File: src/sv/pspg_pkg.sv
// Shared types and constants of the positional stereo pan gain block.
package pspg_pkg;

   localparam int SIN_W = 17;
   localparam int LSIN_W = 18;
   localparam int VOL_W = 16;
   localparam int PITCH_W = 16;
   localparam int GAIN_W = 16;
   localparam int NORM_W = 30;
   localparam int QUO_W = 18;
   localparam int DIST_W = 31;
   localparam int CSR_AW = 4;
   localparam int CSR_DW = 32;

   localparam logic [16:0] SIN_A = 17'd102944;
   localparam logic [15:0] SIN_B = 16'd42047;
   localparam logic [12:0] SIN_C = 13'd4640;
   localparam logic [PITCH_W-1:0] PITCH_MIN = 16'd41;
   localparam logic [PITCH_W-1:0] PITCH_ONE = 16'd4096;
   localparam logic [17:0] ONE_Q16 = 18'd65536;
   localparam logic [17:0] TWO_Q16 = 18'd131072;
   localparam logic [GAIN_W-1:0] GAIN_MAX = 16'hFFFF;

   typedef enum logic [1:0] {
      REG_LISTENER_X,
      REG_LISTENER_Y,
      REG_LISTENER_Z,
      REG_LISTENER_HEADING
   } reg_idx_type;

   typedef struct packed {
      logic en;
      logic valid;
   } pipe_ctl_type;

endpackage

File: src/sv/pspg_div.sv
// Pipelined restoring divider, one quotient bit per stage.
module pspg_div #(
   parameter int DW = 31,
   parameter int QW = 18,
   parameter int SB_W = 8
) (
   input  logic                    clock,
   input  logic                    reset,
   input  pspg_pkg::pipe_ctl_type  ctl_in,
   input  logic [DW+QW-1:0]        num,
   input  logic [DW-1:0]           den,
   input  logic [SB_W-1:0]         sb_in,
   output logic                    out_valid,
   output logic [QW-1:0]           quo,
   output logic [SB_W-1:0]         sb_out
);
   import pspg_pkg::*;

   logic [DW-1:0] rem_ff [QW], rem_in [QW], rem_prev [QW];
   logic [QW-1:0] num_ff [QW], num_in [QW], num_prev [QW];
   logic [DW-1:0] den_ff [QW], den_prev [QW];
   logic [QW-1:0] quo_ff [QW], quo_in [QW], quo_prev [QW];
   logic [QW-1:0] valid_ff;
   logic [SB_W-1:0] sb_ff [QW], sb_prev [QW];

   for (genvar k = 0; k < QW; k++) begin : g_step
      if (k == 0) begin : g_first
         assign rem_prev[k] = num[DW+QW-1:QW];
         assign num_prev[k] = num[QW-1:0];
         assign den_prev[k] = den;
         assign quo_prev[k] = '0;
         assign sb_prev[k] = sb_in;
      end else begin : g_next
         assign rem_prev[k] = rem_ff[k-1];
         assign num_prev[k] = num_ff[k-1];
         assign den_prev[k] = den_ff[k-1];
         assign quo_prev[k] = quo_ff[k-1];
         assign sb_prev[k] = sb_ff[k-1];
      end

      always_comb begin
         logic [DW:0] t;
         logic ge;
         t = {rem_prev[k], num_prev[k][QW-1]};
         ge = t >= {1'b0, den_prev[k]};
         rem_in[k] = ge ? DW'(t - {1'b0, den_prev[k]}) : t[DW-1:0];
         quo_in[k] = {quo_prev[k][QW-2:0], ge};
         num_in[k] = num_prev[k] << 1;
      end

      always_ff @(posedge clock) begin
         if (ctl_in.en) begin
            rem_ff[k] <= rem_in[k];
            num_ff[k] <= num_in[k];
            den_ff[k] <= den_prev[k];
            quo_ff[k] <= quo_in[k];
            sb_ff[k] <= sb_prev[k];
         end
      end
   end

   always_ff @(posedge clock) begin
      if (reset) begin
         valid_ff <= '0;
      end else if (ctl_in.en) begin
         valid_ff <= {valid_ff[QW-2:0], ctl_in.valid};
      end
   end

   assign out_valid = valid_ff[QW-1];
   assign quo = quo_ff[QW-1];
   assign sb_out = sb_ff[QW-1];

endmodule

File: config.mk
export PLATFORM = sky130hd
export DESIGN_NAME = pspg_div
export DESIGN_NICKNAME = d
export VERILOG_FILES = /design/src/sv/pspg_pkg.sv /design/src/sv/pspg_div.sv
export SDC_FILE = /design/constraint.sdc
export NUM_CORES = 2
export LEC_CHECK = 0
export BUFFER_PORTS_ARGS = -buffer_cell sky130_fd_sc_hd__buf_2
export CAP_MARGIN = 20
export CORE_MARGIN = 2
export CORE_UTILIZATION = 55
export CTS_CLUSTER_SIZE = 12
export DETAILED_ROUTE_END_ITERATION = 8
export PLACE_DENSITY_LB_ADDON = 0.25
export SETUP_SLACK_MARGIN = 0.2
export SYNTH_ARGS = -nofsm -noshare
export SYNTH_HDL_FRONTEND = slang
export SYNTH_SLANG_ARGS = --single-unit
File: constraint.sdc
create_clock -name clock -period 3.75 [get_ports clock]
set_input_delay 0.375 -clock clock [delete_from_list [all_inputs] [get_ports clock]]
set_output_delay 0.375 -clock clock [all_outputs]
set_load 0.02 [all_outputs]
======== Yosys cells after proc, flatten, opt, wreduce, memory -nomap -nowiden ========
Memory sizes are Yosys's and may differ from the RTL's.
Cells that the tools add are included.
operators by class
  magnitude comparators ................... 18
  add/subtract/negate cells ............... 18
  muxes and demuxes ....................... 20
operator list
  kind                            count
  >= comparator 32 x 31 -> 1 bit  18
  2-to-1 mux 31 bit               18
  subtractor 31 bit               18
  2-to-1 mux 1 bit                2
storage, ports and cells
  bits of input ports ..................... 92
  register bits after elaboration ......... 18
  output and inout port bits .............. 27
  word-level logic and storage cells ...... 62
  bits in writable memories ............... 1890
  memories kept ........................... 5
memory list
  memory  words  bits a word  rd ports  clocked after memory_dff  write ports  RTL line        RTL
  den_ff  18     31           17        0                         18           pspg_div.sv:21  logic [DW-1:0] den_ff [QW], den_prev [QW];
  rem_ff  18     31           17        0                         18           pspg_div.sv:19  logic [DW-1:0] rem_ff [QW], rem_in [QW], rem_prev [QW];
  quo_ff  18     18           18        0                         18           pspg_div.sv:22  logic [QW-1:0] quo_ff [QW], quo_in [QW], quo_prev [QW];
  num_ff  18     17           17        0                         18           pspg_div.sv:20  logic [QW-1:0] num_ff [QW], num_in [QW], num_prev [QW];
  sb_ff   18     8            18        0                         18           pspg_div.sv:24  logic [SB_W-1:0] sb_ff [QW], sb_prev [QW];

======== Longest topological paths before layout ========
An unclocked memory read counts as a cell.
  depth after elaboration ................. 3
  depth in mapped cells ................... 16
  depth with buffers taken out ............ 14

======== Least setup slack after synthesis ========
No wires, ideal clock.
  path type ............................... reg2reg
  start ................................... memory den_ff[4][0]
  end ..................................... memory rem_ff[5][23], data pin
  slack ................................... 0.481 ns
  path buffers ............................ 1
  period minus slack after synthesis ...... 3.269 ns
  arrival ................................. 3.009 ns
  cell stages (with the launch flop) ...... 15
  setup time .............................. 0.260 ns
  required time ........................... 3.490 ns
  cell sequence ........................... edfxtp_1 ha_1 fa_1 nor2b_1 o2111ai_1 nand3_1 nand4_1 nand3b_1 a21oi_1 o21ai_1 o211ai_1 a211o_1 nand3_1 buf_4 mux2_2
RTL lines
  item         RTL line
  from (decl)  pspg_div.sv:21
  to (decl)    pspg_div.sv:19

==> run_results.csv <==
group,metric,value,unit
outcome,status,"finished, final reports clean",
critical_path,critPathKind,"reg -> reg",
cells_and_area,stdcell_area,92590,sq um
global_routing,grt_overflow_total,0,
synth,ys_seq_elements,1540,
clock_network,root_buffer,"clkbuf_16",
route,drc,0,
cells_and_area,multi_input_area,31980,sq um
die,start_util,55.22,%
timing,fmax,277.6,MHz
flow_run,drv_cap,0,
synth,synth_ff_type,"edfxtp_1",
synth,syn-num-nets,7264,
power_and_ir_drop,p_leak,0.03816,uW
synth,ys_seq_area_share,57.45,%
place,routabilityCongestion,0.9545,
timing,slew-limit-headroom,33.23,%
power_and_ir_drop,ir_worst_vdd,0.4709,mV
die,coreArea,145200,sq um
die,num_rows,140,
min_path,hold_path_class,"in -> reg",
route,dr.pass1.iters,7,
synth,synth_area,80190,sq um
die,die_x,385.8,microns
cells_and_area,drive_gt1_share,14.73,%
timing,drv_slew,0,
power_and_ir_drop,p_per_area,843.7,nW/um^2
cells_and_area,fin_nets,7814,
place,postPlaceCellArea,84900,sq um
timing,skew,0.02910,ns
synth,synth-simple-area-share,7.655,%
synth,synthMuxAreaShare,3.823,%
global_routing,grt_pass1_vias,52180,
clock_network,cts.clk_slew.worst_paths,0.05,ns
cells_and_area,mostFrequentLayoutCell,"edfxtp_1",
clock_network,clockBufferDepth,3,
cells_and_area,layout-area-overhead-vs-synth,15.47,%
place,dp_hpwl,122700,microns
synth,yosysWarnings,0,
place,io_buffers,118,
synth,async_reset_ff_share,0,%
route,vias_per_cell,5.611,
clock_network,cts_tree,"done",
route,vias,51530,
synth,ys_types,105,
synth,avgSynthCellArea,12.16,sq um
place,place_ws,-0.03305,ns
synth,synth_top_family_by_area,"compound AO/OA/AOI/OAI gates",
timing,post-route-min-period,3.602,ns
die,dieHeight,385.8,microns
timing,grt_setup_unrepaired,"true",
route,drt-total-wl,167100,microns
critical_path,worstSetupStartpointType,"flip-flop",
power_and_ir_drop,fin_total_pwr,78120,uW
timing,finalCritPeriodShare,96.05,%
synth,synth_fa_ha_area_share,9.131,%
synth,synth_enable_flop_cells,1522,
cells_and_area,n_antenna_cell,0,
die,dieArea,148900,sq um
timing,whs,0.06560,ns
timing,setup_viol,0,
synth,synth-xor-area-share,4.839,%
timing,worst_pin_slew,0.9763,ns
place,placed_cells,8735,
critical_path,cp.required,4.28,ns
route,wire_per_inst,18.20,microns
global_routing,grt_usage,21.98,%
critical_path,worstSetupEndpointType,"flip-flop",
clock_network,htreeDepth,4,
critical_path,arrival,4.13,ns
cells_and_area,nFillCells,10720,
clock_network,insertion_delay,0.80,ns
route,drt_iter0_markers,2590,
cells_and_area,seq_area,46060,sq um
route,ant_nets,0,
synth,syn-instance-count,6597,
global_routing,grt_max_degree,99,
cells_and_area,final_cell_mix,"edfxtp_1 (1,522), inv_1 (673), ha_1 (541)",
global_routing,antenna_found_initial,0,
clock_network,cts_sinks,1540,
timing,hold_viol_final,0,
cells_and_area,final_cells,9183,
die,io_pins,119,
synth,synth-compound-area-share,13.21,%
clock_network,numCtsBuffers,166,
global_routing,grt_pass1_wl,259000,microns
critical_path,cp_max_fo,5,
timing,timing.final.ws_setup,0.1482,ns
[layer usage]
layer,global-route usage [%],up-vias,part of all wire (%)
met3,3.087,504,3.0
met5,0,-,0
met2,43.40,1101,56
met4,14.53,0,6.8
li1,-,25370,-
met1,20.71,24560,34
[sequential cells by signal, indices dropped and copies added, names as in the netlist]
name,count
quo_ff,171
rem_ff,527
num_ff,153
valid_ff,18
den_ff,527
sb_ff,144
[what timing repair did]
action                                  CTS  global route
hold buffers                             90             0
setup buffers                            11            49
endpoints found under the setup margin  219           357
cloned                                    2             9
hold endpoints to repair                105             0
pin swaps                                12            55
gates resized for setup                  48           166
[cells in the mapped netlist (all sizes together) (44+ instances only)]
| cell type | n | share of area [%] |
|---|---|---|
| xnor2 | 285 | 3.1 |
| o21bai | 44 | 0.41 |
| buf | 55 | 0.38 |
| nand4 | 81 | 0.63 |
| a21oi | 539 | 3.4 |
| ha | 558 | 8.7 |
| nor2b | 77 | 0.61 |
| nand3 | 87 | 0.54 |
| a31oi | 55 | 0.46 |
| nand2 | 380 | 1.8 |
| nor2 | 383 | 1.8 |
| nand2b | 75 | 0.59 |
| clkbuf | 73 | 0.34 |
| mux2 | 233 | 3.4 |
| o21a | 82 | 0.78 |
| xor2 | 158 | 1.7 |
| nor3 | 65 | 0.41 |
| o21ai | 377 | 2.4 |
| edfxtp | 1522 | 57 |
| inv | 677 | 3.2 |
| a21o | 303 | 2.8 |
[power by group]
part / switching, uW / leakage, uW / internal [uW]
sequential: 2210 / 0.0150 / 24700
clock: 6510 / 0.00245 / 8780
combinational: 18800 / 0.0207 / 17100
total: 27500 / 0.0382 / 50600
[worst max-delay path: stages, from the launching register on]
cell and delay (ns):
edfxtp_1 0.43, ha_4 0.20, fa_2 0.38, nor2b_4 0.16, o2111ai_4 0.13, nand3_2 0.13
nand4_1 0.11, nand3b_1 0.17, a21oi_2 0.09, o21ai_2 0.21, o211ai_1 0.21, a211o_1 0.38
nand3_4 0.15, buf_4 0.16, buf_16 0.12, mux2_2 0.32
[kinds of logic after synthesis]
kind of cell / after synthesis
adders and majority gates: 575
AOI/OAI and AO/OA: 1666
xor gates and xnor gates: 443
buffers and inverters: 806
muxes: 267
DFF: 1540
and+or+nand+nor: 1300
[final cells by class]
| type | instances | area share (%) |
|---|---|---|
| sequential | 1540 | 49.75 |
| multi-input combinational | 4251 | 34.54 |
| timing repair buffer | 510 | 4.897 |
| clock buffer | 212 | 4.673 |
| inverter | 678 | 2.751 |
| tap | 1917 | 2.591 |
| clock inverter | 75 | 0.7946 |
[worst paths after layout]
| path | startpoint | endpoint | slack (ns) | cells past startpoint |
|---|---|---|---|---|
| hold reg to reg | num_ff[1][11] | num_ff[2][12] | 0.41 | 0 |
| setup / recovery | den_ff[4][0] | rem_ff[5][16] | 0.15 | 15 |
| setup reg to reg | den_ff[4][0] | rem_ff[5][16] | 0.15 | 15 |
| hold / removal | ctl_in[1] | den_ff[1][27] | 0.07 | 1 |
[per-stage QoR]
stage	TNS [ns]	utilization, %
3_5_place_dp	-0.1941	58.47
6_report	0	63.76
2_1_floorplan	0	-
5_1_grt	0	63.76
3_3_place_gp	0	58.47
4_1_cts	0	62.85
Note: power is estimated with default switching activity, not from simulation.
