### src/sv/pspg_pkg.sv
// Shared types and constants of the positional stereo pan gain block.
package pspg_pkg;

   localparam int SIN_W = 17;
   localparam int LSIN_W = 18;
   localparam int VOL_W = 16;
   localparam int PITCH_W = 16;
   localparam int GAIN_W = 16;
   localparam int NORM_W = 30;
   localparam int QUO_W = 18;
   localparam int DIST_W = 31;
   localparam int CSR_AW = 4;
   localparam int CSR_DW = 32;

   localparam logic [16:0] SIN_A = 17'd102944;
   localparam logic [15:0] SIN_B = 16'd42047;
   localparam logic [12:0] SIN_C = 13'd4640;
   localparam logic [PITCH_W-1:0] PITCH_MIN = 16'd41;
   localparam logic [PITCH_W-1:0] PITCH_ONE = 16'd4096;
   localparam logic [17:0] ONE_Q16 = 18'd65536;
   localparam logic [17:0] TWO_Q16 = 18'd131072;
   localparam logic [GAIN_W-1:0] GAIN_MAX = 16'hFFFF;

   typedef enum logic [1:0] {
      REG_LISTENER_X,
      REG_LISTENER_Y,
      REG_LISTENER_Z,
      REG_LISTENER_HEADING
   } reg_idx_type;

   typedef struct packed {
      logic en;
      logic valid;
   } pipe_ctl_type;

endpackage

### src/sv/pspg_isqrt.sv
// Pipelined integer square root, one root bit per stage, over one or more lanes.
module pspg_isqrt #(
   parameter int IN_W = 62,
   parameter int LANES = 1,
   parameter int SB_W = 8,
   localparam int NS = (IN_W + 1) / 2
) (
   input  logic                         clock,
   input  logic                         reset,
   input  pspg_pkg::pipe_ctl_type       ctl_in,
   input  logic [LANES-1:0][IN_W-1:0]   rad_data,
   input  logic [SB_W-1:0]              sb_in,
   output logic                         out_valid,
   output logic [LANES-1:0][NS-1:0]     root_data,
   output logic [SB_W-1:0]              sb_out
);
   import pspg_pkg::*;

   localparam int PW = 2 * NS;

   logic [LANES-1:0][PW-1:0] rad_ff [NS], rad_in [NS], rad_prev [NS];
   logic [LANES-1:0][NS+1:0] rem_ff [NS], rem_in [NS], rem_prev [NS];
   logic [LANES-1:0][NS-1:0] root_ff [NS], root_in [NS], root_prev [NS];
   logic [NS-1:0] valid_ff;
   logic [SB_W-1:0] sb_ff [NS];

   for (genvar k = 0; k < NS; k++) begin : g_step
      if (k == 0) begin : g_first
         always_comb begin
            for (int l = 0; l < LANES; l++) begin
               rad_prev[k][l] = PW'(rad_data[l]);
               rem_prev[k][l] = '0;
               root_prev[k][l] = '0;
            end
         end
      end else begin : g_next
         assign rad_prev[k] = rad_ff[k-1];
         assign rem_prev[k] = rem_ff[k-1];
         assign root_prev[k] = root_ff[k-1];
      end

      always_comb begin
         logic [NS+1:0] cat;
         logic [NS+1:0] trial;
         logic ge;
         for (int l = 0; l < LANES; l++) begin
            cat = {rem_prev[k][l][NS-1:0], rad_prev[k][l][PW-1 -: 2]};
            trial = {root_prev[k][l], 2'b01};
            ge = cat >= trial;
            rem_in[k][l] = ge ? cat - trial : cat;
            root_in[k][l] = {root_prev[k][l][NS-2:0], ge};
            rad_in[k][l] = rad_prev[k][l] << 2;
         end
      end

      always_ff @(posedge clock) begin
         if (ctl_in.en) begin
            rad_ff[k] <= rad_in[k];
            rem_ff[k] <= rem_in[k];
            root_ff[k] <= root_in[k];
            sb_ff[k] <= (k == 0) ? sb_in : sb_ff[(k == 0) ? 0 : k-1];
         end
      end
   end

   always_ff @(posedge clock) begin
      if (reset) begin
         valid_ff <= '0;
      end else if (ctl_in.en) begin
         valid_ff <= {valid_ff[NS-2:0], ctl_in.valid};
      end
   end

   assign out_valid = valid_ff[NS-1];
   assign root_data = root_ff[NS-1];
   assign sb_out = sb_ff[NS-1];

endmodule

### config.mk
export PLATFORM = sky130hd
export DESIGN_NAME = pspg_isqrt
export DESIGN_NICKNAME = d
export VERILOG_FILES = /design/src/sv/pspg_pkg.sv /design/src/sv/pspg_isqrt.sv
export SDC_FILE = /design/constraint.sdc
export NUM_CORES = 2
export LEC_CHECK = 0
export BUFFER_PORTS_ARGS = -buffer_cell sky130_fd_sc_hd__buf_2
export CORE_ASPECT_RATIO = 1.2
export CORE_MARGIN = 3
export CORE_UTILIZATION = 45
export DETAILED_ROUTE_END_ITERATION = 10
export HOLD_SLACK_MARGIN = 0.02
export PLACE_DENSITY = 0.7
export SLEW_MARGIN = 20
export SYNTH_ARGS = -nofsm -noshare
export SYNTH_HDL_FRONTEND = slang
export SYNTH_MEMORY_MAX_BITS = 65536
export SYNTH_SLANG_ARGS = --single-unit
### constraint.sdc
create_clock -name clock -period 6.76 [get_ports clock]
set_input_delay 0.338 -clock clock [delete_from_list [all_inputs] [get_ports clock]]
set_output_delay 0.338 -clock clock [all_outputs]
set_load 0.02 [all_outputs]
## Word-level counts from Yosys, hierarchy flattened

Memory sizes are Yosys's and may differ from the RTL's.
Index checks and enable logic that the tools add are counted.

- $add $sub $neg: 31
- Magnitude comparators: 31
- Multiplexer cells: 33

Operators with widths:

| operator | count |
|---|---|
| 2-to-1 mux 33 bit | 31 |
| >= comparator 33 bit | 30 |
| subtractor 33 bit | 30 |
| subtractor 2 x 1 -> 3 bit (second input constant) | 1 |
| >= comparator 2 x 1 -> 1 bit (second input constant) | 1 |
| 2-to-1 mux 1 bit | 2 |

- Register bits: 31
- RAM bits: 4,092
- Bits of input ports: 74
- Memories kept: 4

Memory list:

| name | words | width | read ports | clocked after memory_dff | wr ports | line | source |
|---|---|---|---|---|---|---|---|
| rad_ff | 31 | 60 | 30 | 0 | 31 | pspg_isqrt.sv:21 | `logic [LANES-1:0][PW-1:0] rad_ff [NS], rad_in [NS], rad_prev [NS];` |
| rem_ff | 31 | 33 | 30 | 0 | 31 | pspg_isqrt.sv:22 | `logic [LANES-1:0][NS+1:0] rem_ff [NS], rem_in [NS], rem_prev [NS];` |
| root_ff | 31 | 31 | 31 | 0 | 31 | pspg_isqrt.sv:23 | `logic [LANES-1:0][NS-1:0] root_ff [NS], root_in [NS], root_prev [NS];` |
| sb_ff | 31 | 8 | 31 | 0 | 31 | pspg_isqrt.sv:25 | `logic [SB_W-1:0] sb_ff [NS];` |

## Longest topological paths before layout

An unclocked memory read counts as a cell.

- Depth in word-level cells: 3
- Depth in mapped cells: 15
- Mapped depth without buffers: 14

## Worst setup path after synthesis

No wires, ideal clock.

- Path kind: register to register
- Start: memory rem_ff[0][495] in the netlist's numbering
- End: memory rem_ff[1][30] in the netlist's numbering, data pin
- Arrival time: 3.023 ns
- Path slack: 3.466 ns
- Cell stages (with the launch flop): 12
- Path through: edfxtp_1 ha_1 nor2b_1 o21ai_1 a21oi_1 or4_1 a311o_1 a211oi_1 nor3_1 or4b_1 nor4_1 xor2_1

RTL lines:

| element | line |
|---|---|
| start, declared | pspg_isqrt.sv:22 |

==> impl_metrics.yaml <==
critical_path:
  cp_max_fo: 33
  crit_arrival_ns: 5.12
  timing.critical_path.to_type: "register"
  worstPathRequired_ns: 7.31
  worstSetupStartpointType: "register"
  crit_path_kind: "reg2reg"
clock_tree:
  cts_resized: 0
  ctsLongestPathBuffers: 4
  cts_inserted_buffers: 278
  htreeDepth: 5
  cts_tree: "yes"
  cts_sinks: 2592
  clock_tree_root_driver_cell: "sky130_fd_sc_hd__clkbuf_16"
  clock_pin_slew_worst_setup_and_hold_paths_ns: 0.06
  clock_latency_ns: 0.84
timing:
  unrepaired_setup_endpoints_after_global_routing: "no"
  max_slew.worst_pin.slew_ns: 1.07
  maxSlewViolCount: 0
  skew_ns: 0.0605
  minimum_hold_slack_ns: 0.207
  layout_setup_ws_ns: 2.19
  period_needed_ns: 4.57
  period_share: 0.676
  fin_tns_setup_ns: 0
  max_freq_mhz: 219
  relSlewSlack: 0.278
  hold_violations: 0
  timing.final.setup_violations: 0
detailed_routing:
  sum_of_met3_wire_segment_lengths_after_detailed_routing_um: 8410
  firstDrtPassIters: 8
  detail-route-antenna-nets: 0
  dr.max_layer_used: "met4"
  wl_met1_um: 82800
  final_wl_um: 221000
  route.detailed.vias_per_inst: 5.33
  dr.first_iter.drc_count: 4579
  dr_wl_met2_um: 119000
  drc: 0
  route.vias.total: 67000
  drt-wirelength-per-cell_um: 17.6
logic_synthesis:
  synthesis.yosys.warnings: 0
  synth-simple-area-share: 0.0905
  synth_enable_flop_cells: 2561
  synth_compound_area_frac: 0.0896
  post_synth_xor_area_fraction: 0.0562
  synthesis.instances: 8617
  synth_seq_area_share: 0.670
  synth.ff_latch_count: 2592
  async_flop_share: 0
  synth_top_family_by_area: "simple AND/OR/NAND/NOR gates"
  postSynth.topFlopCell: "sky130_fd_sc_hd__edfxtp_1"
  yosysUniqueCellTypes: 87
  synthesis.area_per_instance_um2: 13.4
  synth_fp_nets: 9219
  post_synth_fa_ha_maj_area_fraction: 0.0571
  post_synth_mux_area_share: 0.0103
  syn_area_um2: 116000
floorplan:
  chipHeight_um: 562
  die-area_um2: 263000
  floorplan.io_pins: 114
  core_region_area_um2: 256000
  initial_standard_cell_utilization_of_the_core: 0.453
  row_count: 203
  fp.dieW_um: 469
global_routing:
  grt_pass1_wl_um: 350000
  pin_count_of_the_biggest_net_entering_global_routing: 213
  gr-total-overflow: 0
  antenna_found_initial: 1
  grtUsageTotal: 0.164
  grt_pass1_vias: 67800
placed_design:
  place_hpwl_um: 152000
  gp_congestion: 0.963
  post-place-ws_ns: 2.37
  numPortBuffers: 113
power_and_ir_drop:
  ir_drop_uv: 258
  post-layout-total-power_w: 0.0451
  power.share.sequential: 0.473
  pwr_density_cell_nw_per_um2: 346
  internal-power_w: 0.0327
  p_sw_w: 0.0124
  static-leakage-power_nw: 49.2
  share_of_total_power_in_the_clock_network: 0.329
  combinational_cell_fraction_of_total_power: 0.197
  switching_fraction: 0.275
job:
  max_cap_viol_count: 0
worst_hold_path:
  hold_path.class: "in2reg"
final_layout:
  final_layout_size_suffix_gt1_frac: 0.0754
  design.final.nets: 9578
  layout_commonest_cell: "sky130_fd_sc_hd__edfxtp_1"
  area.growth.synth_to_final_pct: 12.6
  n_fill_cell: 21300
  leading_cell_types_in_the_layout_fill_and_taps_excluded: "sky130_fd_sc_hd__edfxtp_1 (2561), sky130_fd_sc_hd__inv_1 (663), sky130_fd_sc_hd__nand2_1 (591)"
outcome:
  status: "completed"
## through the flow
stage,util,instance area (um^2),cells
after floorplan,-,116000,8617
after global placement,0.472,121000,12000
after detailed placement,0.472,121000,12000
after CTS,0.510,130000,12600
after global routing,0.510,130000,12600
final,0.510,130000,12600
## area by class of cell
cell class                      count  area [um^2]  share of cell area
Inverter                          664         2490              0.0191
Antenna cell                        3         7.51           0.0000576
Sequential cell                  2592        77500               0.595
Multi-Input combinational cell   5202        35300               0.271
Timing Repair Buffer              238         1900              0.0146
Clock buffer                      335         7350              0.0564
Clock inverter                    156         1560              0.0119
Tap cell                         3382         4230              0.0325
## critical path, stage by stage (launching register included)
cell and delay [ns]:
sky130_fd_sc_hd__edfxtp_1 0.40, sky130_fd_sc_hd__ha_1 0.37, sky130_fd_sc_hd__a21oi_1 0.24, sky130_fd_sc_hd__nor3b_1 0.37, sky130_fd_sc_hd__a21oi_1 0.20, sky130_fd_sc_hd__a311oi_1 0.54
sky130_fd_sc_hd__nor2_1 0.15, sky130_fd_sc_hd__o31ai_1 0.70, sky130_fd_sc_hd__o211a_1 0.86, sky130_fd_sc_hd__nor2_1 0.23, sky130_fd_sc_hd__nand3b_1 0.18, sky130_fd_sc_hd__xnor2_1 0.07
## cell families (layout without fill, tap and decap cells)
group	after synthesis	count (layout)
simple gates	2143	2143
compound gates	1677	1677
mux	110	110
fa+ha+maj	528	528
other cells	1	4
buf+inv	823	1393
xor+xnor	743	743
flops	2592	2592
## worst paths after layout
kind                  startpoint              to  slack (ns)  cells after the start
hold / removal      rad_data[20]   rad_ff[0][20]        0.21                      2
setup reg to reg  rem_ff[1][134]  rem_ff[1][189]        2.19                     11
hold reg to reg   rad_ff[0][438]  rad_ff[0][500]        0.37                      0
setup / recovery  rem_ff[1][134]  rem_ff[1][189]        2.19                     11
## Yosys cell counts (9+ instances only)
| cell | count | area share |
|---|---|---|
| sky130_fd_sc_hd__or3_1 | 80 | 0.0043 |
| sky130_fd_sc_hd__and4_1 | 11 | 0.00083 |
| sky130_fd_sc_hd__o21ai_0 | 481 | 0.021 |
| sky130_fd_sc_hd__nor2b_1 | 76 | 0.0041 |
| sky130_fd_sc_hd__a21boi_0 | 15 | 0.00097 |
| sky130_fd_sc_hd__a31oi_1 | 31 | 0.0017 |
| sky130_fd_sc_hd__inv_1 | 663 | 0.021 |
| sky130_fd_sc_hd__dfxtp_1 | 31 | 0.0054 |
| sky130_fd_sc_hd__o211ai_1 | 36 | 0.0023 |
| sky130_fd_sc_hd__or2_2 | 31 | 0.0017 |
| sky130_fd_sc_hd__a211oi_1 | 50 | 0.0032 |
| sky130_fd_sc_hd__nand3_1 | 148 | 0.0064 |
| sky130_fd_sc_hd__a211o_1 | 18 | 0.0014 |
| sky130_fd_sc_hd__a311oi_1 | 10 | 0.00076 |
| sky130_fd_sc_hd__nand4b_1 | 13 | 0.00098 |
| sky130_fd_sc_hd__xor2_1 | 346 | 0.026 |
| sky130_fd_sc_hd__o31ai_1 | 44 | 0.0029 |
| sky130_fd_sc_hd__o41ai_1 | 9 | 0.00068 |
| sky130_fd_sc_hd__mux2i_1 | 38 | 0.0033 |
| sky130_fd_sc_hd__and2_1 | 26 | 0.0014 |
| sky130_fd_sc_hd__xnor2_1 | 397 | 0.030 |
| sky130_fd_sc_hd__a21o_1 | 211 | 0.014 |
| sky130_fd_sc_hd__ha_1 | 528 | 0.057 |
| sky130_fd_sc_hd__clkbuf_1 | 136 | 0.0044 |
| sky130_fd_sc_hd__o21bai_1 | 52 | 0.0034 |
| sky130_fd_sc_hd__a21oi_1 | 484 | 0.021 |
| sky130_fd_sc_hd__edfxtp_1 | 2561 | 0.66 |
| sky130_fd_sc_hd__o2111ai_1 | 19 | 0.0014 |
| sky130_fd_sc_hd__nand4_1 | 90 | 0.0049 |
| sky130_fd_sc_hd__nor2_1 | 518 | 0.017 |
| sky130_fd_sc_hd__nor3b_1 | 10 | 0.00065 |
| sky130_fd_sc_hd__nor4_1 | 101 | 0.0055 |
| sky130_fd_sc_hd__o21a_1 | 106 | 0.0069 |
| sky130_fd_sc_hd__mux2_2 | 72 | 0.0070 |
| sky130_fd_sc_hd__o31a_1 | 12 | 0.00091 |
| sky130_fd_sc_hd__nand3b_1 | 21 | 0.0014 |
| sky130_fd_sc_hd__buf_1 | 19 | 0.00062 |
| sky130_fd_sc_hd__and3_1 | 50 | 0.0027 |
| sky130_fd_sc_hd__or4_1 | 50 | 0.0032 |
| sky130_fd_sc_hd__nor3_1 | 201 | 0.0087 |
| sky130_fd_sc_hd__a221oi_1 | 12 | 0.00091 |
| sky130_fd_sc_hd__nand2b_1 | 91 | 0.0049 |
| sky130_fd_sc_hd__nand2_1 | 591 | 0.019 |
## what timing repair did
action                                  in CTS  in global routing
setup buffers                                0                  0
hold buffers                                75                  0
endpoints found under the hold margin      106                  0
endpoints found under the setup margin       0                  0
## layer usage
metal / up-vias / GRT usage
li1: 32700 / -
met1: 32200 / 0.175
met2: 1558 / 0.311
met3: 589 / 0.0253
met4: 0 / 0.0772
met5: - / 0
## sequential cells by signal, indices dropped and copies added, names as in the netlist
name and cells:
rem_ff 887, rad_ff 930, root_ff 496, sb_ff 248, valid_ff 31
## power by group through the flow
stage / Sequential (W) / Combinational [W] / Clock (W)
after global routing: 0.0215 / 0.00983 / 0.0160
after floorplan: 0.0212 / 0.00647 / 0
after global placement: 0.0216 / 0.00850 / 0
after detailed placement: 0.0216 / 0.00872 / 0
final: 0.0213 / 0.00888 / 0.0148
after CTS: 0.0213 / 0.00882 / 0.0154
Power figures use the tool's default switching activity.
