**src/sv/pspg_pkg.sv**
```systemverilog
// Shared types and constants of the positional stereo pan gain block.
package pspg_pkg;

   localparam int SIN_W = 17;
   localparam int LSIN_W = 18;
   localparam int VOL_W = 16;
   localparam int PITCH_W = 16;
   localparam int GAIN_W = 16;
   localparam int NORM_W = 30;
   localparam int QUO_W = 18;
   localparam int DIST_W = 31;
   localparam int CSR_AW = 4;
   localparam int CSR_DW = 32;

   localparam logic [16:0] SIN_A = 17'd102944;
   localparam logic [15:0] SIN_B = 16'd42047;
   localparam logic [12:0] SIN_C = 13'd4640;
   localparam logic [PITCH_W-1:0] PITCH_MIN = 16'd41;
   localparam logic [PITCH_W-1:0] PITCH_ONE = 16'd4096;
   localparam logic [17:0] ONE_Q16 = 18'd65536;
   localparam logic [17:0] TWO_Q16 = 18'd131072;
   localparam logic [GAIN_W-1:0] GAIN_MAX = 16'hFFFF;

   typedef enum logic [1:0] {
      REG_LISTENER_X,
      REG_LISTENER_Y,
      REG_LISTENER_Z,
      REG_LISTENER_HEADING
   } reg_idx_type;

   typedef struct packed {
      logic en;
      logic valid;
   } pipe_ctl_type;

endpackage

```
**src/sv/pspg_sincos.sv**
```systemverilog
// Pipelined polynomial sine of the listener right vector, with item sideband.
module pspg_sincos #(
   parameter int ANGLE_BITS = 16,
   parameter int SB_W = 104
) (
   input  logic                      clock,
   input  logic                      reset,
   input  pspg_pkg::pipe_ctl_type    ctl_in,
   input  logic [ANGLE_BITS-1:0]     heading,
   input  logic [SB_W-1:0]           sb_in,
   output logic                      out_valid,
   output logic [SB_W-1:0]           sb_out,
   output logic signed [pspg_pkg::LSIN_W-1:0] lx_out,
   output logic signed [pspg_pkg::LSIN_W-1:0] lz_out
);
   import pspg_pkg::*;

   localparam int FW = ANGLE_BITS - 2;
   localparam int LAT = 5;
   localparam logic [ANGLE_BITS-1:0] QUARTER = ANGLE_BITS'(1) << FW;
   localparam logic [ANGLE_BITS-1:0] HALF = ANGLE_BITS'(1) << (FW + 1);

   logic [LAT-1:0] valid_ff;
   logic [SB_W-1:0] sb_ff [LAT];
   logic [ANGLE_BITS-1:0] ang [2];

   logic [SIN_W-1:0] x1_ff [2], x2_ff [2], x3_ff [2], x4_ff [2];
   logic [SIN_W-1:0] x1_in [2];
   logic [3:0] neg_ff [2];
   logic neg_in [2];
   logic [SIN_W-1:0] sq2_ff [2], sq3_ff [2], sq2_in [2];
   logic [15:0] tb3_ff [2], tb3_in [2];
   logic [16:0] ta4_ff [2], ta4_in [2];
   logic signed [LSIN_W-1:0] s5_ff [2], s5_in [2];

   assign ang[0] = heading + QUARTER;
   assign ang[1] = heading + HALF;

   for (genvar l = 0; l < 2; l++) begin : g_lane
      logic [1:0] quad;
      logic [FW:0] fold;
      logic [FW+16:0] xw;
      logic [33:0] pxx;
      logic [29:0] pc;
      logic [32:0] pbt;
      logic [33:0] pxa;
      logic [16:0] sc;

      always_comb begin
         quad = ang[l][ANGLE_BITS-1 -: 2];
         fold = quad[0] ? ((FW+1)'(1) << FW) - {1'b0, ang[l][FW-1:0]}
                        : {1'b0, ang[l][FW-1:0]};
         xw = {fold, 16'b0} >> FW;
         x1_in[l] = xw[SIN_W-1:0];
         neg_in[l] = quad[1];

         pxx = 34'(x1_ff[l]) * 34'(x1_ff[l]) + 34'd32768;
         sq2_in[l] = pxx[32:16];

         pc = 30'(SIN_C) * 30'(sq2_ff[l]) + 30'd32768;
         tb3_in[l] = SIN_B - 16'(pc[29:16]);

         pbt = 33'(sq3_ff[l]) * 33'(tb3_ff[l]) + 33'd32768;
         ta4_in[l] = SIN_A - pbt[32:16];

         pxa = 34'(x4_ff[l]) * 34'(ta4_ff[l]) + 34'd32768;
         sc = (pxa[33:16] > 18'(ONE_Q16)) ? 17'(ONE_Q16) : pxa[32:16];
         if ((l == 0) != neg_ff[l][3]) begin
            s5_in[l] = -$signed({1'b0, sc});
         end else begin
            s5_in[l] = $signed({1'b0, sc});
         end
      end

      always_ff @(posedge clock) begin
         if (ctl_in.en) begin
            x1_ff[l] <= x1_in[l];
            x2_ff[l] <= x1_ff[l];
            x3_ff[l] <= x2_ff[l];
            x4_ff[l] <= x3_ff[l];
            neg_ff[l] <= {neg_ff[l][2:0], neg_in[l]};
            sq2_ff[l] <= sq2_in[l];
            sq3_ff[l] <= sq2_ff[l];
            tb3_ff[l] <= tb3_in[l];
            ta4_ff[l] <= ta4_in[l];
            s5_ff[l] <= s5_in[l];
         end
      end
   end

   always_ff @(posedge clock) begin
      if (reset) begin
         valid_ff <= '0;
      end else if (ctl_in.en) begin
         valid_ff <= {valid_ff[LAT-2:0], ctl_in.valid};
      end
   end

   always_ff @(posedge clock) begin
      if (ctl_in.en) begin
         sb_ff[0] <= sb_in;
         for (int k = 1; k < LAT; k++) begin
            sb_ff[k] <= sb_ff[k-1];
         end
      end
   end

   assign out_valid = valid_ff[LAT-1];
   assign sb_out = sb_ff[LAT-1];
   assign lx_out = s5_ff[0];
   assign lz_out = s5_ff[1];

endmodule

```
**config.mk**
```make
export PLATFORM = sky130hd
export DESIGN_NAME = pspg_sincos
export DESIGN_NICKNAME = d
export VERILOG_FILES = /design/src/sv/pspg_pkg.sv /design/src/sv/pspg_sincos.sv
export SDC_FILE = /design/constraint.sdc
export NUM_CORES = 2
export LEC_CHECK = 0
export BUFFER_PORTS_ARGS = -buffer_cell sky130_fd_sc_hd__buf_2
export CAP_MARGIN = 20
export CORE_UTILIZATION = 55
export CTS_CLUSTER_DIAMETER = 60
export CTS_CLUSTER_SIZE = 28
export DETAILED_ROUTE_END_ITERATION = 8
export PLACE_DENSITY = 0.72
export SYNTH_ARGS = -nofsm -noshare
export SYNTH_HDL_FRONTEND = slang
export SYNTH_SLANG_ARGS = --single-unit
```
**constraint.sdc**
```tcl
create_clock -name clock -period 11.9 [get_ports clock]
set_clock_uncertainty 0.2 [all_clocks]
set_input_delay 0.595 -clock clock [delete_from_list [all_inputs] [get_ports clock]]
set_output_delay 0.595 -clock clock [all_outputs]
set_load 0.02 [all_outputs]
```
## Yosys cells after proc, flatten, opt, wreduce, memory -nomap -nowiden

Memory sizes are Yosys's and may differ from the RTL's.
Index checks and enable logic that the tools add are counted.

| word-level totals | value |
|---|---|
| RAM bits | 830 |
| flip-flop bits (word level) | 5 |
| memory bits (read-only) | 0 |
| output and inout port bits | 141 |
| memories kept | 11 |
| latch bits | 0 |

| operators by class | value |
|---|---|
| reductions and logical operators | 0 |
| shifts and indexed selects | 0 |
| muxes and demuxes | 8 |
| order comparisons | 2 |
| bitwise logic cells | 0 |
| divide/modulo/power cells | 0 |
| eq/ne operators | 0 |
| multiply operators | 8 |
| add/subtract/negate cells | 18 |

Memories:

| memory | depth | width | read ports | clocked after memory_dff | write ports | RTL line | source |
|---|---|---|---|---|---|---|---|
| sb_ff | 5 | 104 | 5 | 0 | 5 | pspg_sincos.sv:24 | `logic [SB_W-1:0] sb_ff [LAT];` |
| s5_ff | 2 | 18 | 2 | 0 | 2 | pspg_sincos.sv:34 | `logic signed [LSIN_W-1:0] s5_ff [2], s5_in [2];` |
| sq2_ff | 2 | 17 | 2 | 0 | 2 | pspg_sincos.sv:31 | `logic [SIN_W-1:0] sq2_ff [2], sq3_ff [2], sq2_in [2];` |
| sq3_ff | 2 | 17 | 2 | 0 | 2 | pspg_sincos.sv:31 |  |
| ta4_ff | 2 | 17 | 2 | 0 | 2 | pspg_sincos.sv:33 | `logic [16:0] ta4_ff [2], ta4_in [2];` |
| x2_ff | 2 | 17 | 2 | 0 | 2 | pspg_sincos.sv:27 | `logic [SIN_W-1:0] x1_ff [2], x2_ff [2], x3_ff [2], x4_ff [2];` |
| +5 memories | -- | -- | -- | -- | -- | -- |  |

Operators with widths:

| operator | count |
|---|---|
| $add A33 B16 Y33 const B | 4 |
| $add A34 B16 Y34 const B | 2 |
| $mul A17 B17 Y34 | 2 |
| $mul A17 B16 Y33 | 2 |
| $mul A17 B17 Y33 | 2 |
| $add A30 B16 Y30 const B | 2 |
| $mul A8 B17 Y25 const A | 2 |
| $gt A18 B17 Y1 const B | 2 |
| $mux W18 | 2 |
| $neg A17 Y18 | 2 |
| $mux W17 | 2 |
| $sub A17 B17 Y17 const A | 2 |
| $sub A16 B14 Y16 const A | 2 |
| $mux W15 | 2 |
| $sub A15 B14 Y15 const A | 2 |
| $add A16 B15 Y16 const B | 1 |
| $add A16 B16 Y16 const B | 1 |
| $mux W1 | 2 |

## Longest topological paths before layout

An unclocked memory read counts as a cell.

| depth | value |
|---|---|
| depth after elaboration | 7 |
| mapped depth | 34 |
| mapped depth without buffers | 33 |

## Worst setup path after synthesis

Ideal clock, no wire load.

| timing | value |
|---|---|
| path kind | reg2reg |
| from | memory x4_ff[1][12] (netlist: x4_ff[0][29]) |
| to | memory s5_ff[1][14] (netlist: s5_ff[0][32]), data pin |
| stages on the path, launching flop included | 33 |
| setup time | 0.258 ns |
| path slack | 3.334 ns |
| arrival | 8.108 ns |
| cells stage by stage | edfxtp_1 clkbuf_1 and2_1 fa_1 inv_1 fa_1 inv_1 fa_1 inv_1 fa_1 inv_1 fa_1 fa_1 ha_1 o21a_1 o21a_1 o21ai_2 a31oi_2 a31oi_4 and2_4 o221a_1 or4_4 or4_4 o311ai_1 nand4_2 or2_1 ha_1 and2_1 or3b_2 or3_1 nand2_1 xor2_1 o21ai_1 |

RTL lines:

| item | RTL line |
|---|---|
| start: declaration | pspg_sincos.sv:27 |
| end: declaration | pspg_sincos.sv:34 |

==> metrics.md <==
| Metric | Value |
|---|---|
| Number of buffers on the longest clock path | 3 |
| Max-capacitance violation count | 0 |
| Height of the die | 378.5 microns |
| Detailed-route vias per instance | 5.176 |
| Standard-cell row count | 137 |
| Layout Utilization | about three fifths |
| Gates resized, CTS repair | 0 |
| Core box area | between 100000 and 150000 sq um |
| Clock-pin slew of the registers on the worst-case setup and hold paths | 0.09 ns |
| Synthesis-to-finish area growth | 7.461% |
| Post-synthesis share of cell area spent on and, or, nand and nor gates | 11.76% |
| Final setup viols | 0 |
| Total buffers and inverters traversed by the critical path | 4 |
| Highest cell delay on the worst timing path | 0.64 ns |
| Fraction of the mapped netlist area in adder cells | around two fifths |
| Synthesis Warnings | 0 |
| Horizontal die dimension | 378.5 microns |
| First-pass GRT wire length | 245100 microns |
| Relative max-transition margin | 31.55% |
| M1 WL | 64870 microns |
| Worst min-delay path category | in2reg |
| Number of global-route vias before repair | 50474 |
| Setup TNS | 0 ns |
| Layout cell share with drive strength beyond 1 | 5.982% |
| Number of routed nets with antenna violations | 0 |
| Cell at the slowest stage of the critical path | sky130_fd_sc_hd__edfxtp_1 |
| Highest routed layer | met5 |
| Boundary Pins | about 270 |
| Area of the mapped netlist | 77980 sq um |
| Global placement routability congestion | 0.8684 |
| Post-synthesis cell count | a little over 7000 |
| Detailed Routing Iterations Pass 1 | 7 |
| Total global-route track usage | between 20% and 30% |
| Setup repair after global routing missed its margin | no |
| Worst Slack Setup Final | about 2.2 ns |
| Per-cell routed wire length | 16.11 microns |
| Setup Slack @ Placement | 2.142 ns |
| Result of the run | complete, no violations |
| Buffers on Ports | about 260 |
| Sum of met3 wire segment lengths after detailed routing | ~7600 microns |
| Detailed-route wire length | between 100000 and 150000 microns |
| Final-report hold violation count | 0 |
| Cell type with the highest occurrence count on the critical path | sky130_fd_sc_hd__fa_1 |
| Unique masters post-synth | 100 |
| Post-synth top area cell | sky130_fd_sc_hd__edfxtp_1 |
| Multiplexer share of the synthesized area | 0.2808% |
| Hold_ws | 0.07692 ns |
| HPWL after detailed placement | 116500 microns |
| Antenna violations before repair | 5 |
| Deepest level of the CTS H-tree | 2 |
| Number of remaining DRC errors | 0 |
| Maximum clock frequency | 102.6 MHz |
| Number of enable-type register cells in the synthesized netlist | 814 |
| CTS root buffer | sky130_fd_sc_hd__clkbuf_16 |
| Total clock sinks | between 800 and 900 |
| Top Family by Delay on Critical Path | adder cells |
| FFs w/ async S/R, synth | 0% |
| Main combinational cell family by area after synthesis | adder cells |
| Synthesis-stage register bit count | 819 |
| Most common flop cell mapped by yosys | sky130_fd_sc_hd__edfxtp_1 |
| Critical path endpoint category | register |
| Total number of vias | 47271 |
| Worst Max-Slew Pin Slew | 1.027 ns |
| Die ar. | 143300 sq um |
| Avg Synthesized Cell Area | 11.05 sq um |
| Worst path arrival time | about 10 ns |
| Leading cell types by total area after synthesis | sky130_fd_sc_hd__edfxtp_1 (31%), sky130_fd_sc_hd__fa_1 (28%), sky130_fd_sc_hd__ha_1 (12%) |
| Violation count after the first detailed-route iteration | 2396 |
| Sequential cell area fraction in the yosys report | between 30% and 40% |
| Number of nets in the layout | 9201 |
| Filler Cell Count | 11300 |
| Initial core utilization | 55.68% |
| Kind of start point of the critical path | register |
| Synthesized-area fraction occupied by xor and xnor cells | 2.606% |
| Maximum number of pins on one net before global-route repair | 200 |
| Synthesized net count | a little over 9000 |
| WS Path Type | reg2reg |
| Final min period | 9.746 ns |
| Pins over their slew limit | 0 |
| Area fraction in compound gates after synthesis | under 10% |
| TritonCTS clock tree | yes |
| Max Fanout on Critical Path | 18 |
| Area share of the largest cell type after synthesis | 31.34% |
| Number of buffers inserted during clock tree synthesis | 61 |
| CP required | ~12 ns |
| Met2 Routed Length | 71880 microns |
| Clk Latency, worst-skew pair | 0.72 ns |
| Congestion Overflow GR | 0 |
| Fraction of the cycle the final worst path needs | 81.90% |
==> cells in the final DEF, fill, tap and decap left out, types with 21 or more instances in the layout <==
cell type / count
sky130_fd_sc_hd__a21o_1: 36
sky130_fd_sc_hd__a21oi_1: 108
sky130_fd_sc_hd__and2_1: 627
sky130_fd_sc_hd__and3_1: 21
sky130_fd_sc_hd__buf_2: 263
sky130_fd_sc_hd__clkbuf_16: 61
sky130_fd_sc_hd__dlygate4sd3_1: 120
sky130_fd_sc_hd__edfxtp_1: 814
sky130_fd_sc_hd__fa_1: 1100
sky130_fd_sc_hd__ha_1: 771
sky130_fd_sc_hd__inv_1: 1526
sky130_fd_sc_hd__nand2_1: 730
sky130_fd_sc_hd__nand2b_1: 24
sky130_fd_sc_hd__nand3_1: 46
sky130_fd_sc_hd__nor2_1: 166
sky130_fd_sc_hd__nor2b_1: 32
sky130_fd_sc_hd__nor3_1: 57
sky130_fd_sc_hd__o21a_1: 27
sky130_fd_sc_hd__o21ai_0: 88
sky130_fd_sc_hd__or3_1: 33
sky130_fd_sc_hd__xnor2_1: 164
sky130_fd_sc_hd__xor2_1: 68
==> sequential cells by signal, indices dropped and copies added (netlist names) <==
signal    count
neg_ff        8
s5_ff        36
sb_ff       520
sq2_ff       34
sq3_ff       34
ta4_ff       34
tb3_ff       32
valid_ff      5
x1_ff        29
x2_ff        29
x3_ff        29
x4_ff        29
==> synth_stat cells (13+ instances only) <==
| cell type | number |
|---|---|
| sky130_fd_sc_hd__inv_1 | 1526 |
| sky130_fd_sc_hd__fa_1 | 1100 |
| sky130_fd_sc_hd__edfxtp_1 | 814 |
| sky130_fd_sc_hd__ha_1 | 771 |
| sky130_fd_sc_hd__nand2_1 | 730 |
| sky130_fd_sc_hd__and2_1 | 627 |
| sky130_fd_sc_hd__clkbuf_1 | 197 |
| sky130_fd_sc_hd__nor2_1 | 166 |
| sky130_fd_sc_hd__xnor2_1 | 164 |
| sky130_fd_sc_hd__a21oi_1 | 108 |
| sky130_fd_sc_hd__buf_4 | 104 |
| sky130_fd_sc_hd__o21ai_0 | 88 |
| sky130_fd_sc_hd__xor2_1 | 68 |
| sky130_fd_sc_hd__nor3_1 | 57 |
| sky130_fd_sc_hd__nand3_1 | 46 |
| sky130_fd_sc_hd__a21o_1 | 36 |
| sky130_fd_sc_hd__or3_1 | 33 |
| sky130_fd_sc_hd__nor2b_1 | 32 |
| sky130_fd_sc_hd__o21a_1 | 27 |
| sky130_fd_sc_hd__nand2b_1 | 24 |
| sky130_fd_sc_hd__and3_1 | 21 |
| sky130_fd_sc_hd__a211oi_1 | 20 |
| sky130_fd_sc_hd__nand4_1 | 17 |
| sky130_fd_sc_hd__o211ai_1 | 16 |
| sky130_fd_sc_hd__a31oi_1 | 15 |
| sky130_fd_sc_hd__or2_2 | 15 |
| sky130_fd_sc_hd__mux2i_1 | 14 |
| sky130_fd_sc_hd__nor4_1 | 13 |
==> cells by family (layout without fill, tap and decap cells) <==
group,after synthesis,after routing
fa+ha+maj,1871,1871
buf+inv,1838,2037
simple gates,1826,1826
flops,819,819
compound gates,449,449
xor+xnor,232,232
mux,21,21
other cells,0,1
==> path summary, 6_finish.rpt <==
path                                   start       endpoint  slack, ns  cells after the start
worst min register to register   sb_ff[0][5]  sb_ff[0][109]       0.21                      0
worst max-delay path            x4_ff[0][31]   s5_ff[0][34]       2.15                     29
worst min-delay path             heading[11]   x1_ff[0][26]       0.08                      2
worst max register to register  x4_ff[0][31]   s5_ff[0][34]       2.15                     29
==> timing repair <==
action / 4_1_cts / 5_1_grt
hold buffers: 120 / 0
buffers inserted: 0 / 0
hold endpoints to repair: 129 / 0
==> worst register-to-register path: cells and delay by family (launching register included) <==
kind,cells,cell delay [ns]
compound gates,7,1.91
buf+inv,4,0.20
fa+ha+maj,8,3.59
flops,1,0.64
simple gates,9,2.82
mux,1,0.13
==> final cells by class <==
cell class                 instances  area (sq um)  area share [%]
antenna                            1         2.502        0.002986
clock buffer                      61          1526           1.822
clock inverter                    51         853.3           1.018
inverter                        1529          5739           6.849
multi-input combinational       4399         46140           55.06
sequential                       819         24540           29.29
tap                             1876          2347           2.801
timing repair buffer             396          2648           3.159
==> metrics by stage <==
step	std cells	area, sq um
4_1_cts	9131	83800
5_1_grt	9131	83800
6_report	9132	83800
3_3_place_gp	8899	80220
3_5_place_dp	8899	80220
2_1_floorplan	7056	77980
==> routing by layer <==
layer / GRT usage [%] / vias up
li1: - / 22352
met1: 28.58 / 23674
met2: 36.10 / 1061
met3: 2.857 / 182
met4: 4.706 / 2
met5: 0 / -
Power is not shown: default switching activity piles up to over one toggle a cycle in this logic, so the estimate is an artifact.
